## src/hdl/lbd_pkg.sv

```systemverilog
`timescale 1ns / 1ps

package lbd_pkg;

    localparam int ROW_SUM_W = 22;
    localparam int IMG_SUM_W = 35;
    localparam int IMG_LIM_W = 34;
    localparam int LEVEL_W   = 8;
    localparam int SAMPLE_W  = 8;
    localparam int CNT_W     = 13;
    localparam int CNT_LIMIT = 8191;

    localparam int MAX_ROWS_DEF = 4096;

    localparam int APB_ADDR_W = 5;
    localparam int APB_DATA_W = 64;
    localparam int REG_IDX_W  = 2;

    localparam logic [ROW_SUM_W-1:0] ROW_SUM_LIMIT_RST = ROW_SUM_W'(3264);
    localparam logic [IMG_LIM_W-1:0] IMG_SUM_LIMIT_RST = IMG_LIM_W'(391680);
    localparam logic [LEVEL_W-1:0]   BRIGHT_LEVEL_RST  = LEVEL_W'(25);

    typedef enum logic [REG_IDX_W-1:0] {
        REG_ROW_SUM_LIMIT = 2'd0,
        REG_IMG_SUM_LIMIT = 2'd1,
        REG_BRIGHT_LEVEL  = 2'd2
    } t_reg_idx;

    typedef enum logic [1:0] {
        OUTCOME_CROP     = 2'd0,
        OUTCOME_DARK     = 2'd1,
        OUTCOME_ALL_BARS = 2'd2
    } t_outcome;

endpackage

```

## src/hdl/letterbox_bar_detector_unit.sv

```systemverilog
`timescale 1ns / 1ps

// Letterbox bar detector. Takes one 8-bit sample word per clock in raster
// order (all channels of a row together), flagged at row end and image end,
// and returns one result word per image: leading and trailing bar rows to
// crop, an outcome code and the row count. Every sample is folded into the
// running row and image sums in the cycle it is accepted, so the input side
// sustains one word per cycle. The result sits in an output register; only
// an image-end word stalls, and only while the previous result is still
// untaken. The result appears in the cycle after its image-end word is taken.
// Thresholds are set through the APB port at byte addresses 0, 8 and 16.
module letterbox_bar_detector_unit #(
    parameter int MAX_ROWS = lbd_pkg::MAX_ROWS_DEF
) (
    input  logic                             i_clk,
    input  logic                             i_rst_n,

    input  logic                             psel,
    input  logic                             penable,
    input  logic                             pwrite,
    input  logic [lbd_pkg::APB_ADDR_W-1:0]   paddr,
    input  logic [lbd_pkg::APB_DATA_W-1:0]   pwdata,
    output logic [lbd_pkg::APB_DATA_W-1:0]   prdata,
    output logic                             pready,

    input  logic                             i_valid,
    output logic                             o_ready,
    input  logic [lbd_pkg::SAMPLE_W-1:0]     i_sample,
    input  logic                             i_row_end,
    input  logic                             i_image_end,

    output logic                             o_valid,
    input  logic                             i_ready,
    output logic [lbd_pkg::CNT_W-1:0]        o_top_rows,
    output logic [lbd_pkg::CNT_W-1:0]        o_bottom_rows,
    output logic [1:0]                       o_outcome,
    output logic [lbd_pkg::CNT_W-1:0]        o_total_rows
);
    import lbd_pkg::*;

    localparam int CNT_CAP_I = (MAX_ROWS < CNT_LIMIT) ? MAX_ROWS : CNT_LIMIT;
    localparam logic [CNT_W-1:0] CNT_CAP = CNT_W'(CNT_CAP_I);

    // configuration
    logic [ROW_SUM_W-1:0] r_row_sum_limit;
    logic [IMG_LIM_W-1:0] r_img_sum_limit;
    logic [LEVEL_W-1:0]   r_bright_level;
    t_reg_idx             w_reg_idx;
    logic                 w_cfg_wr;

    // per-image state
    logic [ROW_SUM_W-1:0] r_row_sum,        n_row_sum;
    logic                 r_row_has_bright, n_row_has_bright;
    logic [IMG_SUM_W-1:0] r_img_sum,        n_img_sum;
    logic [CNT_W-1:0]     r_lead_cnt,       n_lead_cnt;
    logic                 r_still_lead,     n_still_lead;
    logic [CNT_W-1:0]     r_trail_cnt,      n_trail_cnt;
    logic [CNT_W-1:0]     r_row_cnt,        n_row_cnt;

    // result register
    logic                 r_out_valid;
    logic [CNT_W-1:0]     r_top_rows, r_bottom_rows, r_total_rows;
    t_outcome             r_outcome;

    logic                 w_accept;
    logic [ROW_SUM_W:0]   w_row_acc;
    logic [IMG_SUM_W:0]   w_img_acc;
    logic [ROW_SUM_W-1:0] w_row_sum;
    logic [IMG_SUM_W-1:0] w_img_sum;
    logic                 w_row_bright;
    logic                 w_row_done;
    logic                 w_bar;
    logic [CNT_W-1:0]     w_row_cnt_inc, w_lead_cnt_inc, w_trail_cnt_inc;
    logic [CNT_W-1:0]     w_lead_cnt, w_trail_cnt, w_row_cnt;
    logic                 w_still_lead;
    t_outcome             w_outcome;

    assign pready    = 1'b1;
    assign w_reg_idx = t_reg_idx'(paddr[APB_ADDR_W-1:APB_ADDR_W-REG_IDX_W]);
    assign w_cfg_wr  = psel && penable && pwrite && pready;

    always_comb begin
        case (w_reg_idx)
            REG_ROW_SUM_LIMIT: prdata = APB_DATA_W'(r_row_sum_limit);
            REG_IMG_SUM_LIMIT: prdata = APB_DATA_W'(r_img_sum_limit);
            REG_BRIGHT_LEVEL:  prdata = APB_DATA_W'(r_bright_level);
            default:           prdata = '0;
        endcase
    end

    always_ff @(posedge i_clk) begin
        if (!i_rst_n) begin
            r_row_sum_limit <= ROW_SUM_LIMIT_RST;
            r_img_sum_limit <= IMG_SUM_LIMIT_RST;
            r_bright_level  <= BRIGHT_LEVEL_RST;
        end else if (w_cfg_wr) begin
            case (w_reg_idx)
                REG_ROW_SUM_LIMIT: r_row_sum_limit <= pwdata[ROW_SUM_W-1:0];
                REG_IMG_SUM_LIMIT: r_img_sum_limit <= pwdata[IMG_LIM_W-1:0];
                REG_BRIGHT_LEVEL:  r_bright_level  <= pwdata[LEVEL_W-1:0];
                default: ;
            endcase
        end
    end

    // Only an image-end word needs the result register.
    assign o_ready  = !r_out_valid || i_ready || !i_image_end;
    assign w_accept = i_valid && o_ready;

    // Saturating sums.
    assign w_row_acc = {1'b0, r_row_sum} + (ROW_SUM_W+1)'(i_sample);
    assign w_img_acc = {1'b0, r_img_sum} + (IMG_SUM_W+1)'(i_sample);
    assign w_row_sum = w_row_acc[ROW_SUM_W] ? '1 : w_row_acc[ROW_SUM_W-1:0];
    assign w_img_sum = w_img_acc[IMG_SUM_W] ? '1 : w_img_acc[IMG_SUM_W-1:0];

    assign w_row_bright = r_row_has_bright || (i_sample > r_bright_level);
    assign w_row_done   = i_row_end || i_image_end;
    assign w_bar        = (w_row_sum < r_row_sum_limit) && !w_row_bright;

    assign w_row_cnt_inc   = (r_row_cnt   < CNT_CAP) ? r_row_cnt   + 1'b1 : r_row_cnt;
    assign w_lead_cnt_inc  = (r_lead_cnt  < CNT_CAP) ? r_lead_cnt  + 1'b1 : r_lead_cnt;
    assign w_trail_cnt_inc = (r_trail_cnt < CNT_CAP) ? r_trail_cnt + 1'b1 : r_trail_cnt;

    always_comb begin
        w_row_cnt    = r_row_cnt;
        w_lead_cnt   = r_lead_cnt;
        w_trail_cnt  = r_trail_cnt;
        w_still_lead = r_still_lead;
        if (w_row_done) begin
            w_row_cnt = w_row_cnt_inc;
            if (w_bar) begin
                if (r_still_lead) begin
                    w_lead_cnt = w_lead_cnt_inc;
                end
                w_trail_cnt = w_trail_cnt_inc;
            end else begin
                w_still_lead = 1'b0;
                w_trail_cnt  = '0;
            end
        end
    end

    always_comb begin
        if (w_img_sum < {1'b0, r_img_sum_limit}) begin
            w_outcome = OUTCOME_DARK;
        end else if (w_still_lead) begin
            w_outcome = OUTCOME_ALL_BARS;
        end else begin
            w_outcome = OUTCOME_CROP;
        end
    end

    always_comb begin
        n_row_sum        = w_row_done ? '0 : w_row_sum;
        n_row_has_bright = w_row_done ? 1'b0 : w_row_bright;
        n_img_sum        = w_img_sum;
        n_lead_cnt       = w_lead_cnt;
        n_still_lead     = w_still_lead;
        n_trail_cnt      = w_trail_cnt;
        n_row_cnt        = w_row_cnt;
        // clear for the next image
        if (i_image_end) begin
            n_img_sum    = '0;
            n_lead_cnt   = '0;
            n_still_lead = 1'b1;
            n_trail_cnt  = '0;
            n_row_cnt    = '0;
        end
    end

    always_ff @(posedge i_clk) begin
        if (!i_rst_n) begin
            r_row_sum        <= '0;
            r_row_has_bright <= 1'b0;
            r_img_sum        <= '0;
            r_lead_cnt       <= '0;
            r_still_lead     <= 1'b1;
            r_trail_cnt      <= '0;
            r_row_cnt        <= '0;
        end else if (w_accept) begin
            r_row_sum        <= n_row_sum;
            r_row_has_bright <= n_row_has_bright;
            r_img_sum        <= n_img_sum;
            r_lead_cnt       <= n_lead_cnt;
            r_still_lead     <= n_still_lead;
            r_trail_cnt      <= n_trail_cnt;
            r_row_cnt        <= n_row_cnt;
        end
    end

    always_ff @(posedge i_clk) begin
        if (!i_rst_n) begin
            r_out_valid <= 1'b0;
        end else if (w_accept && i_image_end) begin
            r_out_valid <= 1'b1;
        end else if (i_ready) begin
            r_out_valid <= 1'b0;
        end
    end

    always_ff @(posedge i_clk) begin
        if (w_accept && i_image_end) begin
            r_outcome     <= w_outcome;
            r_total_rows  <= w_row_cnt;
            r_top_rows    <= (w_outcome == OUTCOME_CROP) ? w_lead_cnt  : '0;
            r_bottom_rows <= (w_outcome == OUTCOME_CROP) ? w_trail_cnt : '0;
        end
    end

    assign o_valid       = r_out_valid;
    assign o_top_rows    = r_top_rows;
    assign o_bottom_rows = r_bottom_rows;
    assign o_outcome     = r_outcome;
    assign o_total_rows  = r_total_rows;

    a_lead_tracks_rows: assert property (@(posedge i_clk) disable iff (!i_rst_n)
        r_still_lead |-> (r_lead_cnt == r_row_cnt))
        else $error("leading run differs from row count while still leading");

    a_trail_le_rows: assert property (@(posedge i_clk) disable iff (!i_rst_n)
        r_trail_cnt <= r_row_cnt)
        else $error("trailing run exceeds row count");

    a_no_crop_codes: assert property (@(posedge i_clk) disable iff (!i_rst_n)
        (o_valid && (o_outcome != OUTCOME_CROP)) |->
            ((o_top_rows == '0) && (o_bottom_rows == '0)))
        else $error("crop counts set on an uncropped outcome");

    a_crop_fits: assert property (@(posedge i_clk) disable iff (!i_rst_n)
        o_valid |-> (o_top_rows <= o_total_rows) && (o_bottom_rows <= o_total_rows))
        else $error("crop count exceeds total rows");

    a_result_follows: assert property (@(posedge i_clk) disable iff (!i_rst_n)
        (i_valid && o_ready && i_image_end) |=> o_valid)
        else $error("no result after image end word");

endmodule

```

## config.mk

```make
export PLATFORM = sky130hd
export DESIGN_NAME = letterbox_bar_detector_unit
export DESIGN_NICKNAME = d
export VERILOG_FILES = /design/src/hdl/lbd_pkg.sv /design/src/hdl/letterbox_bar_detector_unit.sv
export SDC_FILE = /design/constraint.sdc
export NUM_CORES = 1
export LEC_CHECK = 0
export BUFFER_PORTS_ARGS = -buffer_cell sky130_fd_sc_hd__buf_2
export CAP_MARGIN = 20
export CORE_MARGIN = 4
export CORE_UTILIZATION = 35
export DETAILED_ROUTE_END_ITERATION = 10
export GPL_TIMING_DRIVEN = 0
export HOLD_SLACK_MARGIN = 0.1
export PLACE_DENSITY = 0.55
export REMOVE_ABC_BUFFERS = 1
export SKIP_CTS_REPAIR_TIMING = 1
export SLEW_MARGIN = 20
export SYNTH_ARGS = -nofsm -noshare
export SYNTH_HDL_FRONTEND = slang
export SYNTH_SLANG_ARGS = --single-unit
```

## constraint.sdc

```tcl
create_clock -name i_clk -period 7.34 [get_ports i_clk]
set_input_delay 0.734 -clock i_clk [delete_from_list [all_inputs] [get_ports i_clk]]
set_output_delay 0.734 -clock i_clk [all_outputs]
set_load 0.01 [all_outputs]
```

-- After elaboration in Yosys (flattened, before gate mapping)
Index checks and enable logic that the tools add are counted.
- equal/unequal tests: 2
- add/subtract/negate cells: 5
- $lt $le $gt $ge: 6
- multiplexer cells: 25
- reductions and logical operators: 18
- operator list (cell ; number):
    $mux W13 ; 12
    $pmux W34 S3 ; 1
    $mux W35 ; 2
    $mux W22 ; 2
    $add A13 B1 Y13 const B ; 3
    $lt A13 B13 Y1 const B ; 3
    $add A35 B8 Y36 ; 1
    $lt A35 B34 Y1 ; 1
    $add A22 B8 Y23 ; 1
    $lt A22 B22 Y1 ; 1
    $gt A8 B8 Y1 ; 1
    $mux W1 ; 6
    $reduce_and A2 Y1 ; 3
    $logic_and A1 B1 Y1 ; 5
    $logic_not A2 Y1 ; 2
    $logic_or A1 B1 Y1 ; 4
    $mux W2 ; 2
    $logic_not A1 Y1 ; 3
    $eq A2 B1 Y1 const B ; 1
    $eq A2 B2 Y1 const B ; 1
    $reduce_bool A2 Y1 ; 1
- input port bits: 86
- logic and storage cells: 71
- output and inout port bits: 108
- bits in registers: 204

-- Longest topological paths before layout
Gate-level depths: netlist of the first run.
- word-level depth: 9
- depth in mapped cells: 19
- mapped depth without buffers: 18

-- Worst setup path before layout of the first run
No wires, ideal clock.
- path type: input -> register
- start: input i_sample[3] (netlist name)
- end: register r_top_rows[11] (netlist: o_top_rows[11]), data pin
- arrival: 4.408 ns
- required time: 7.071 ns
- slack: 2.663 ns
- path buffers: 3
- library setup time: 0.269 ns
- stages on the path: 17
- cell sequence: ha_1 a21o_1 a21oi_1 a21oi_1 o2111ai_2 clkbuf_1 clkbuf_1 nand2_1 ha_1 a21o_1 a21o_1 a21oi_1 o221ai_1 a311o_1 a211oi_4 buf_6 a211oi_2
- longest elaborated chain between the ends: 9
- elaborated cells on any way between the ends: 17
- classes of those cells: 2 x add/sub; 3 x order compare; 8 x mux; 4 x reduce/logical
- RTL lines (what ; line ; RTL):
    start: declaration ; letterbox_bar_detector_unit.sv:28 ; input logic [lbd_pkg::SAMPLE_W-1:0] i_sample,
    $add A22 B8 Y23 / $gt A8 B8 Y1 (equally long branches) ; letterbox_bar_detector_unit.sv:111, letterbox_bar_detector_unit.sv:116 ;
    $mux W22 / $logic_or A1 B1 Y1 (equally long branches) ; letterbox_bar_detector_unit.sv:113, letterbox_bar_detector_unit.sv:116 ;
    $lt A22 B22 Y1 / $logic_not A1 Y1 (equally long branches) ; letterbox_bar_detector_unit.sv:118 ; assign w_bar = (w_row_sum < r_row_sum_limit) && !w_row_bright;
    $logic_and A1 B1 Y1 ; letterbox_bar_detector_unit.sv:118 ;
    $mux W1 ; letterbox_bar_detector_unit.sv:131 ; if (w_bar) begin
    $mux W1 ; letterbox_bar_detector_unit.sv:129 ; if (w_row_done) begin
    $mux W2 ; letterbox_bar_detector_unit.sv:146 ; end else if (w_still_lead) begin
    $mux W2 ; letterbox_bar_detector_unit.sv:144 ; if (w_img_sum < {1'b0, r_img_sum_limit}) begin
    $logic_not A2 Y1 ; letterbox_bar_detector_unit.sv:205 ; r_top_rows <= (w_outcome == OUTCOME_CROP) ? w_lead_cnt : '0;
    end signal: assignment ; letterbox_bar_detector_unit.sv:205 ;
    end: declaration ; letterbox_bar_detector_unit.sv:62 ; logic [CNT_W-1:0] r_top_rows, r_bottom_rows, r_total_rows;
Parallel ways exist; a longest one is shown, timed or not.
A chain may end at the register's enable or synchronous reset.

-- Worst setup path in the final report of the first run
- start: input i_sample[0] (netlist name)
- end: register r_top_rows[5] (netlist: o_top_rows[5]), data pin
Same word-level chain as after synthesis.

==> report_table.html, run 1 <==
<table>
<tr><th>Metric</th><th>Value</th></tr>
<tr><th colspan="2">Logic synthesis</th></tr>
<tr><td>Sequential cell area fraction in the yosys report</td><td>0.357</td></tr>
<tr><td>Yosys Warn Count</td><td>0</td></tr>
<tr><td>Count of cell types in the netlist</td><td>about 80</td></tr>
<tr><td>Async set-reset flop share out of synthesis</td><td>0</td></tr>
<tr><td>Commonest register cell after synthesis</td><td>sky130_fd_sc_hd__dfxtp_1</td></tr>
<tr><td>Top cell type's share of synthesized area</td><td>0.259</td></tr>
<tr><td>Cell area after technology mapping</td><td>~13000 sq um</td></tr>
<tr><td>Dominant cells by area after synthesis</td><td>sky130_fd_sc_hd__dfxtp_1 26%, sky130_fd_sc_hd__edfxtp_1 9.8%, sky130_fd_sc_hd__ha_1 8.1%</td></tr>
<tr><td>Synth Area per Inst</td><td>8.15 sq um</td></tr>
<tr><td>Number of storage elements in the synthesis netlist</td><td>between 200 and 250</td></tr>
<tr><td>Commonest cells in the netlist</td><td>236 x sky130_fd_sc_hd__nand2_1, 163 x sky130_fd_sc_hd__dfxtp_1, 114 x sky130_fd_sc_hd__a21oi_1</td></tr>
<tr><td>Post-synth EDFFs</td><td>41</td></tr>
<tr><td>Area leader, netlist</td><td>sky130_fd_sc_hd__dfxtp_1</td></tr>
<tr><td>Mapped Cells</td><td>roughly 1500</td></tr>
<tr><td>Most repeated cell in the gate-level netlist after synthesis</td><td>sky130_fd_sc_hd__nand2_1</td></tr>
<tr><th colspan="2">Critical path</th></tr>
<tr><td>Nature of the critical path endpoint</td><td>flip-flop</td></tr>
<tr><td>Worst endpoint data arrival time</td><td>approximately 6.9 ns</td></tr>
<tr><td>Kind of start point of the critical path</td><td>input pin</td></tr>
<tr><td>Worst Path Max Fanout</td><td>40</td></tr>
<tr><td>Worst setup path category</td><td>in2reg</td></tr>
<tr><td>Worst Path Buf+Inv</td><td>3</td></tr>
<tr><td>Critical path cell sequence</td><td>buf_2 &gt; ha_1 &gt; inv_1 &gt; fa_1 &gt; nor2b_1 &gt; o31ai_2 &gt; a22oi_2 &gt; nand4_1 &gt; a31oi_1 &gt; ha_1 &gt; nand4_1 &gt; nor4_1 &gt; nand3_1 &gt; o211ai_4 &gt; a21boi_2 &gt; buf_6 &gt; a211oi_1</td></tr>
<tr><td>Largest delay contributor family on the critical path</td><td>compound AO/OA/AOI/OAI gates</td></tr>
<tr><td>Required time of the critical path</td><td>~7.7 ns</td></tr>
<tr><td>Critical-path cell with the highest stage delay</td><td>sky130_fd_sc_hd__nand4_1</td></tr>
<tr><td>Largest stage delay, worst path</td><td>about 0.89 ns</td></tr>
<tr><th colspan="2">Detailed routing</th></tr>
<tr><td>Avg WL per Cell</td><td>17.0 um</td></tr>
<tr><td>DRC</td><td>0</td></tr>
<tr><td>Number of iterations in the first detailed-routing pass</td><td>5</td></tr>
<tr><td>Number of antenna-violating nets in the routed design</td><td>0</td></tr>
<tr><td>Initial DRC Count</td><td>approximately 650</td></tr>
<tr><td>Routed via count divided by cell count</td><td>around 5.3</td></tr>
<tr><td>Total wirelength of the detailed-routed design</td><td>approximately 36000 um</td></tr>
<tr><td>Via Count</td><td>roughly 11000</td></tr>
<tr><th colspan="2">Clocking</th></tr>
<tr><td>Clock tree sinks</td><td>between 200 and 250</td></tr>
<tr><td>Number of H-tree levels</td><td>1</td></tr>
<tr><td>Worst-case clock buffer depth</td><td>3</td></tr>
<tr><td>Total clock buffers created by CTS</td><td>25</td></tr>
<tr><td>CTS clock-pin slew for the worst setup and hold paths</td><td>~0.060 ns</td></tr>
<tr><td>Clock latency at the later pin of the worst-skew pair</td><td>0.54 ns</td></tr>
<tr><td>Clock tree from TritonCTS</td><td>built</td></tr>
<tr><td>Clock root cell</td><td>sky130_fd_sc_hd__clkbuf_16</td></tr>
<tr><th colspan="2">Timing</th></tr>
<tr><td>Final count of hold timing violations</td><td>0</td></tr>
<tr><td>Hold_ws</td><td>0.428 ns</td></tr>
<tr><td>Crit share post-route</td><td>0.901</td></tr>
<tr><td>Final Setup Violations</td><td>0</td></tr>
<tr><td>Highest achievable clock rate</td><td>around 150 MHz</td></tr>
<tr><td>Clock skew</td><td>0.0243 ns</td></tr>
<tr><td>Tightest slew margin relative to the limit</td><td>0.307</td></tr>
<tr><td>Unrepaired setup endpoints after global routing</td><td>false</td></tr>
<tr><td>Number of slew-limit violations in the final report</td><td>0</td></tr>
<tr><td>Transition time at the pin with the least slew margin</td><td>approximately 1.0 ns</td></tr>
<tr><td>Final WS setup</td><td>0.725 ns</td></tr>
<tr><td>Shortest clock period the worst path allows after layout</td><td>approximately 6.6 ns</td></tr>
<tr><td>Setup TNS Final</td><td>0 ns</td></tr>
<tr><th colspan="2">Global route</th></tr>
<tr><td>Global-route wire length before repair</td><td>just under 60000 um</td></tr>
<tr><td>Via count of the first global-routing pass</td><td>10746</td></tr>
<tr><td>Pin count of the biggest net entering global routing</td><td>53</td></tr>
<tr><td>Total global-route track usage</td><td>0.180</td></tr>
<tr><td>Antenna violations before repair</td><td>0</td></tr>
<tr><td>Aggregate global routing overflow</td><td>0</td></tr>
<tr><th colspan="2">Min path</th></tr>
<tr><td>Class of the most critical hold timing path</td><td>in2reg</td></tr>
<tr><th colspan="2">Pwr</th></tr>
<tr><td>PwrDens</td><td>188 nW/um^2</td></tr>
<tr><td>Max VDD drop</td><td>between 100 and 150 uV</td></tr>
<tr><td>Leakage power</td><td>around 0.0058 uW</td></tr>
<tr><th colspan="2">Final layout</th></tr>
<tr><td>Proportion of layout cells with a drive suffix above 1</td><td>0.151</td></tr>
<tr><td>Diodes inserted</td><td>0</td></tr>
<tr><td>Area grow syn2layout</td><td>15.5%</td></tr>
<tr><td>Final #Nets</td><td>between 1500 and 2000</td></tr>
<tr><td>Final instance area</td><td>14500 sq um</td></tr>
<tr><th colspan="2">Place</th></tr>
<tr><td>Total half-perimeter wirelength after legalization and detailed placement</td><td>26300 um</td></tr>
<tr><td>Count of input and output buffers</td><td>roughly 130</td></tr>
<tr><td>RD Place Congestion</td><td>roughly 0.85</td></tr>
<tr><td>Pre-CTS WS</td><td>around 0.2 ns</td></tr>
<tr><td>Placed cell area</td><td>approximately 14000 sq um</td></tr>
<tr><th colspan="2">Outcome</th></tr>
<tr><td>Run status</td><td>finished clean</td></tr>
<tr><th colspan="2">Floorplan</th></tr>
<tr><td>Die Ht</td><td>198 um</td></tr>
<tr><td>Die area</td><td>a little under 40000 sq um</td></tr>
<tr><td>Std-Cell Rows</td><td>69</td></tr>
<tr><td>Ports</td><td>roughly 190</td></tr>
<tr><td>Total core area</td><td>roughly 35000 sq um</td></tr>
<tr><td>Die Wd</td><td>a little under 200 um</td></tr>
<tr><td>Effective utilization at floorplan</td><td>0.355</td></tr>
<tr><th colspan="2">Job</th></tr>
<tr><td>Max Cap Violations</td><td>0</td></tr>
</table>
==> where the power goes <==
part,leakage (uW),switching (uW),internal (uW)
Sequential,0.00171,17.9,1170
Combinational,0.00367,189,98.5
Clock,0.000404,511,753
==> stage by stage <==
stage / total power, uW / cells / utilization
6_report: 2740 / 2120 / 0.410
3_3_place_gp: 1480 / 2057 / 0.377
2_1_floorplan: 1370 / 1467 / -
5_1_grt: 2850 / 2120 / 0.410
4_1_cts: 2780 / 2120 / 0.410
3_5_place_dp: 1500 / 2074 / 0.386
==> worst register-to-register path, cell delays in order, from the launching register on <==
cell and delay [ns]:
sky130_fd_sc_hd__dfxtp_1 0.33, sky130_fd_sc_hd__ha_1 0.16, sky130_fd_sc_hd__inv_1 0.05, sky130_fd_sc_hd__fa_1 0.37, sky130_fd_sc_hd__nor2b_1 0.24, sky130_fd_sc_hd__o31ai_2 0.15, sky130_fd_sc_hd__a22oi_2 0.41, sky130_fd_sc_hd__nand4_1 0.90
sky130_fd_sc_hd__a31oi_1 0.54, sky130_fd_sc_hd__ha_1 0.21, sky130_fd_sc_hd__nand4_1 0.21, sky130_fd_sc_hd__nor4_1 0.79, sky130_fd_sc_hd__nand3_1 0.31, sky130_fd_sc_hd__o211ai_4 0.83, sky130_fd_sc_hd__a21boi_2 0.38, sky130_fd_sc_hd__buf_6 0.26
sky130_fd_sc_hd__a211oi_1 0.24
==> metal layers <==
metal | global-route usage | up-vias | wire length (um)
met4 | 0.0421 | 0 | 722
li1 | - | 5635 | -
met1 | 0.259 | 5309 | 17400
met5 | 0 | - | 0
met2 | 0.291 | 225 | 16300
met3 | 0.0213 | 42 | 1650
==> logic make-up (layout without fill, tap and decap cells) <==
logic type,after synthesis,in the layout,synth area share
AND/OR/NAND/NOR,560,560,0.215
AO/OA/AOI/OAI,413,413,0.213
flip-flops,204,204,0.357
buffers and inverters,204,289,0.0725
adder cells (fa/ha/maj),83,83,0.0837
XOR/XNOR,52,52,0.0362
multiplexers,27,27,0.0220
other,2,31,0.000597
==> final timing paths <==
check                        endpoint  cells past startpoint  slack, ns          from
setup reg to reg        o_top_rows[5]                     16       0.75  r_row_sum[0]
hold reg to reg          r_row_sum[0]                      2       0.46  r_row_sum[0]
setup / recovery        o_top_rows[5]                     17       0.73   i_sample[0]
hold / removal    r_img_sum_limit[27]                      3       0.43    pwdata[27]
==> sequential cells by signal (all words and copies together), names as in the netlist <==
name / flops
r_row_sum: 22
r_img_sum_limit: 34
r_row_sum_limit: 22
r_row_has_bright: 1
o_bottom_rows: 13
r_trail_cnt: 13
o_valid: 1
r_img_sum: 35
r_lead_cnt: 13
r_row_cnt: 13
o_total_rows: 13
r_still_lead: 1
r_bright_level: 8
o_outcome: 2
o_top_rows: 13
==> cell type report <==
type / instances / area, sq um
clock buffers: 31 / 668
well taps: 461 / 577
repair buffers: 146 / 912
fillers: 3664 / 20900
clock inverters: 15 / 164
inverters: 97 / 367
flip-flops and latches: 204 / 4490
multi-input cells: 1166 / 7360
==> placed cells by master, fill, tap and decap left out, types with 41 or more instances in the layout <==
cell type / count
sky130_fd_sc_hd__dfxtp_1: 163
sky130_fd_sc_hd__nor2_1: 95
sky130_fd_sc_hd__inv_1: 96
sky130_fd_sc_hd__edfxtp_1: 41
sky130_fd_sc_hd__ha_1: 81
sky130_fd_sc_hd__o21ai_0: 99
sky130_fd_sc_hd__a21oi_1: 114
sky130_fd_sc_hd__buf_2: 129
sky130_fd_sc_hd__nand2_1: 235
sky130_fd_sc_hd__nand3_1: 45
(Power assumes the default switching activity.)
==> run 2: changes to the inputs <==
==> constraint.sdc (replaced) <==
create_clock -name i_clk -period 6.77 [get_ports i_clk]
set_input_delay 0.677 -clock i_clk [delete_from_list [all_inputs] [get_ports i_clk]]
set_output_delay 0.677 -clock i_clk [all_outputs]
set_load 0.01 [all_outputs]
==> run 2 against run 1 <==
  * Highest routed layer unchanged
  * Clock skew grew 0.0017 ns
  * Sequential power increased by 8%
  * Combinational power rose by 8.7%
  * Largest power group unchanged
==> report_table.html, run 2 (synthesized netlist as in run 1, its figures left out) <==
<table>
<tr><th>Metric</th><th>Value</th></tr>
<tr><th colspan="2">Floorplan</th></tr>
<tr><td>Total core area</td><td>~35000 sq um</td></tr>
<tr><td>Ports</td><td>194</td></tr>
<tr><td>Effective utilization at floorplan</td><td>0.355</td></tr>
<tr><td>Die Wd</td><td>about 200 um</td></tr>
<tr><td>Std-Cell Rows</td><td>69</td></tr>
<tr><td>Die area</td><td>~39000 sq um</td></tr>
<tr><td>Die Ht</td><td>~200 um</td></tr>
<tr><th colspan="2">Job</th></tr>
<tr><td>Max Cap Violations</td><td>0</td></tr>
<tr><th colspan="2">Timing</th></tr>
<tr><td>Final Setup Violations</td><td>0</td></tr>
<tr><td>Unrepaired setup endpoints after global routing</td><td>false</td></tr>
<tr><td>Number of slew-limit violations in the final report</td><td>0</td></tr>
<tr><td>Shortest clock period the worst path allows after layout</td><td>around 6.2 ns</td></tr>
<tr><td>Crit share post-route</td><td>0.923</td></tr>
<tr><td>Highest achievable clock rate</td><td>160 MHz</td></tr>
<tr><td>Clock skew</td><td>roughly 0.026 ns</td></tr>
<tr><td>Transition time at the pin with the least slew margin</td><td>around 1.1 ns</td></tr>
<tr><td>Final WS setup</td><td>0.521 ns</td></tr>
<tr><td>Tightest slew margin relative to the limit</td><td>0.279</td></tr>
<tr><td>Final count of hold timing violations</td><td>0</td></tr>
<tr><td>Setup TNS Final</td><td>0 ns</td></tr>
<tr><th colspan="2">Pwr</th></tr>
<tr><td>PwrDens</td><td>204 nW/um^2</td></tr>
<tr><td>Proportion of power drawn by the clock network</td><td>0.461</td></tr>
<tr><td>Leakage power</td><td>between 0.005 and 0.006 uW</td></tr>
<tr><td>Proportion of total power due to net switching</td><td>0.262</td></tr>
<tr><td>Internal power summed over all cells</td><td>2190 uW</td></tr>
<tr><td>Max VDD drop</td><td>around 150 uV</td></tr>
<tr><td>Share of total power in combinational logic</td><td>0.105</td></tr>
<tr><td>Sequential fraction of design power</td><td>0.434</td></tr>
<tr><td>Switching power of the nets</td><td>~780 uW</td></tr>
<tr><th colspan="2">Clocking</th></tr>
<tr><td>Total clock buffers created by CTS</td><td>25</td></tr>
<tr><td>Clock tree from TritonCTS</td><td>built</td></tr>
<tr><td>CTS clock-pin slew for the worst setup and hold paths</td><td>about 0.06 ns</td></tr>
<tr><td>Worst-case clock buffer depth</td><td>3</td></tr>
<tr><td>Clock root cell</td><td>sky130_fd_sc_hd__clkbuf_16</td></tr>
<tr><td>Clock tree sinks</td><td>approximately 200</td></tr>
<tr><td>Number of H-tree levels</td><td>1</td></tr>
<tr><td>Clock latency at the later pin of the worst-skew pair</td><td>between 0.5 and 0.6 ns</td></tr>
<tr><th colspan="2">Final layout</th></tr>
<tr><td>Final standard cell count with taps included and fillers excluded</td><td>about 2100</td></tr>
<tr><td>Diodes inserted</td><td>0</td></tr>
<tr><td>Most used cells in the layout excluding fill and tap cells</td><td>235 x sky130_fd_sc_hd__nand2_1, 163 x sky130_fd_sc_hd__dfxtp_1, 129 x sky130_fd_sc_hd__buf_2</td></tr>
<tr><td>Area grow syn2layout</td><td>15.6%</td></tr>
<tr><td>Number of flip-flops in the largest register</td><td>35</td></tr>
<tr><td>Final instance area</td><td>about 15000 sq um</td></tr>
<tr><td>Biggest regs</td><td>r_img_sum x35, r_img_sum_limit x34</td></tr>
<tr><td>Most common cell after layout, fill and taps aside</td><td>sky130_fd_sc_hd__nand2_1</td></tr>
<tr><td>Register with the most flip-flops</td><td>r_img_sum</td></tr>
<tr><td>Proportion of layout cells with a drive suffix above 1</td><td>0.151</td></tr>
<tr><td>Final #Nets</td><td>between 1500 and 2000</td></tr>
<tr><th colspan="2">Detailed routing</th></tr>
<tr><td>Initial DRC Count</td><td>628</td></tr>
<tr><td>Total wirelength of the detailed-routed design</td><td>36300 um</td></tr>
<tr><td>Routed wl met2</td><td>roughly 17000 um</td></tr>
<tr><td>Number of antenna-violating nets in the routed design</td><td>0</td></tr>
<tr><td>Routed via count divided by cell count</td><td>approximately 5.3</td></tr>
<tr><td>Via Count</td><td>between 10000 and 15000</td></tr>
<tr><td>Wl on met1</td><td>between 15000 and 20000 um</td></tr>
<tr><td>Length of routed met3 wiring</td><td>1630 um</td></tr>
<tr><td>Avg WL per Cell</td><td>around 17 um</td></tr>
<tr><td>Number of iterations in the first detailed-routing pass</td><td>5</td></tr>
<tr><td>DRC</td><td>0</td></tr>
<tr><td>Highest metal layer with signal wires</td><td>met4</td></tr>
<tr><th colspan="2">Critical path</th></tr>
<tr><td>CP Capture Point</td><td>o_top_rows[5]</td></tr>
<tr><td>Nature of the critical path endpoint</td><td>flip-flop</td></tr>
<tr><td>Length in cells of the worst reg-to-reg path</td><td>16</td></tr>
<tr><td>Kind of start point of the critical path</td><td>flip-flop</td></tr>
<tr><td>Worst setup path start</td><td>r_row_sum[0]</td></tr>
<tr><td>Worst endpoint data arrival time</td><td>approximately 6.6 ns</td></tr>
<tr><td>Worst Path Max Fanout</td><td>40</td></tr>
<tr><td>Worst setup path category</td><td>reg2reg</td></tr>
<tr><td>Required time of the critical path</td><td>between 7 and 8 ns</td></tr>
<tr><td>Flop2flop setup slack</td><td>between 0.5 and 0.6 ns</td></tr>
<tr><td>RR Startpoint</td><td>r_row_sum[0]</td></tr>
<tr><td>Worst reg2reg path endpoint</td><td>o_top_rows[5]</td></tr>
<tr><th colspan="2">Place</th></tr>
<tr><td>Pre-CTS WS</td><td>-0.318 ns</td></tr>
<tr><td>Total half-perimeter wirelength after legalization and detailed placement</td><td>between 20000 and 30000 um</td></tr>
<tr><td>Placed cell area</td><td>between 10000 and 15000 sq um</td></tr>
<tr><td>Number of placed instances, taps included</td><td>roughly 2100</td></tr>
<tr><td>Count of input and output buffers</td><td>between 100 and 150</td></tr>
<tr><td>RD Place Congestion</td><td>0.852</td></tr>
<tr><th colspan="2">Outcome</th></tr>
<tr><td>Run status</td><td>finished clean</td></tr>
<tr><th colspan="2">Global route</th></tr>
<tr><td>Global-route wire length before repair</td><td>a little under 60000 um</td></tr>
<tr><td>Antenna violations before repair</td><td>0</td></tr>
<tr><td>Aggregate global routing overflow</td><td>0</td></tr>
<tr><td>Pin count of the biggest net entering global routing</td><td>53</td></tr>
<tr><td>Via count of the first global-routing pass</td><td>approximately 11000</td></tr>
<tr><td>Total global-route track usage</td><td>0.180</td></tr>
<tr><th colspan="2">Min path</th></tr>
<tr><td>Class of the most critical hold timing path</td><td>in2reg</td></tr>
</table>
==> run 2: cell types whose count changed in the layout (fill, tap and decap cells not counted) <==
cell	change
sky130_fd_sc_hd__nand4_1	+1
==> run 2: worst min path at each step <==
stage	start	to	slack, ns	cells after the start
after floorplan	r_img_sum[0]	r_img_sum[0]	0.43	2
after global placement	r_row_sum[0]	r_row_sum[0]	0.45	2
after detailed placement	r_row_sum[0]	r_row_sum[0]	0.45	2
after CTS	pwdata[27]	r_img_sum_limit[27]	0.35	3
after global routing	pwdata[27]	r_img_sum_limit[27]	0.36	3
final	pwdata[27]	r_img_sum_limit[27]	0.37	3
==> run 2: worst max-delay path: stages (launching register included) <==
cell and delay [ns]:
sky130_fd_sc_hd__dfxtp_1 0.33, sky130_fd_sc_hd__ha_1 0.17, sky130_fd_sc_hd__inv_1 0.05, sky130_fd_sc_hd__fa_1 0.37
sky130_fd_sc_hd__nor2b_1 0.24, sky130_fd_sc_hd__o31ai_2 0.15, sky130_fd_sc_hd__a22oi_2 0.46, sky130_fd_sc_hd__nor3b_1 0.93
sky130_fd_sc_hd__or3b_2 0.28, sky130_fd_sc_hd__ha_1 0.16, sky130_fd_sc_hd__nand4_1 0.13, sky130_fd_sc_hd__nor4_1 0.77
sky130_fd_sc_hd__nand3_1 0.31, sky130_fd_sc_hd__o211ai_4 0.83, sky130_fd_sc_hd__a21boi_2 0.36, sky130_fd_sc_hd__buf_6 0.25
sky130_fd_sc_hd__a211oi_1 0.24
==> run 2: through the flow <==
| step | total power [uW] | util | hold slack (ns) |
|---|---|---|---|
| after floorplan | 1490 | - | 0.429 |
| after global placement | 1610 | 0.377 | 0.446 |
| after detailed placement | 1630 | 0.386 | 0.452 |
| after CTS | 3010 | 0.410 | 0.350 |
| after global routing | 3090 | 0.410 | 0.365 |
| final | 2970 | 0.410 | 0.370 |
==> run 2: cell type report <==
class,instances,area [sq um]
fill,3665,20900
clock inverter,15,164
clock buffer,31,668
timing repair buffer,146,912
inverter,97,367
tap,461,577
multi-input combinational,1167,7360
sequential,204,4490
==> run 2: per-layer routing <==
layer,track usage,up-vias
li1,-,5629
met1,0.259,5308
met2,0.291,236
met3,0.0213,44
met4,0.0421,0
met5,0,-
==> run 2: power by group through the flow <==
stage	registers [uW]	clock network, uW	logic (uW)
2_1_floorplan	1320	0	172
3_3_place_gp	1310	0	291
3_5_place_dp	1310	0	312
4_1_cts	1290	1410	313
5_1_grt	1290	1450	350
6_report	1290	1370	312
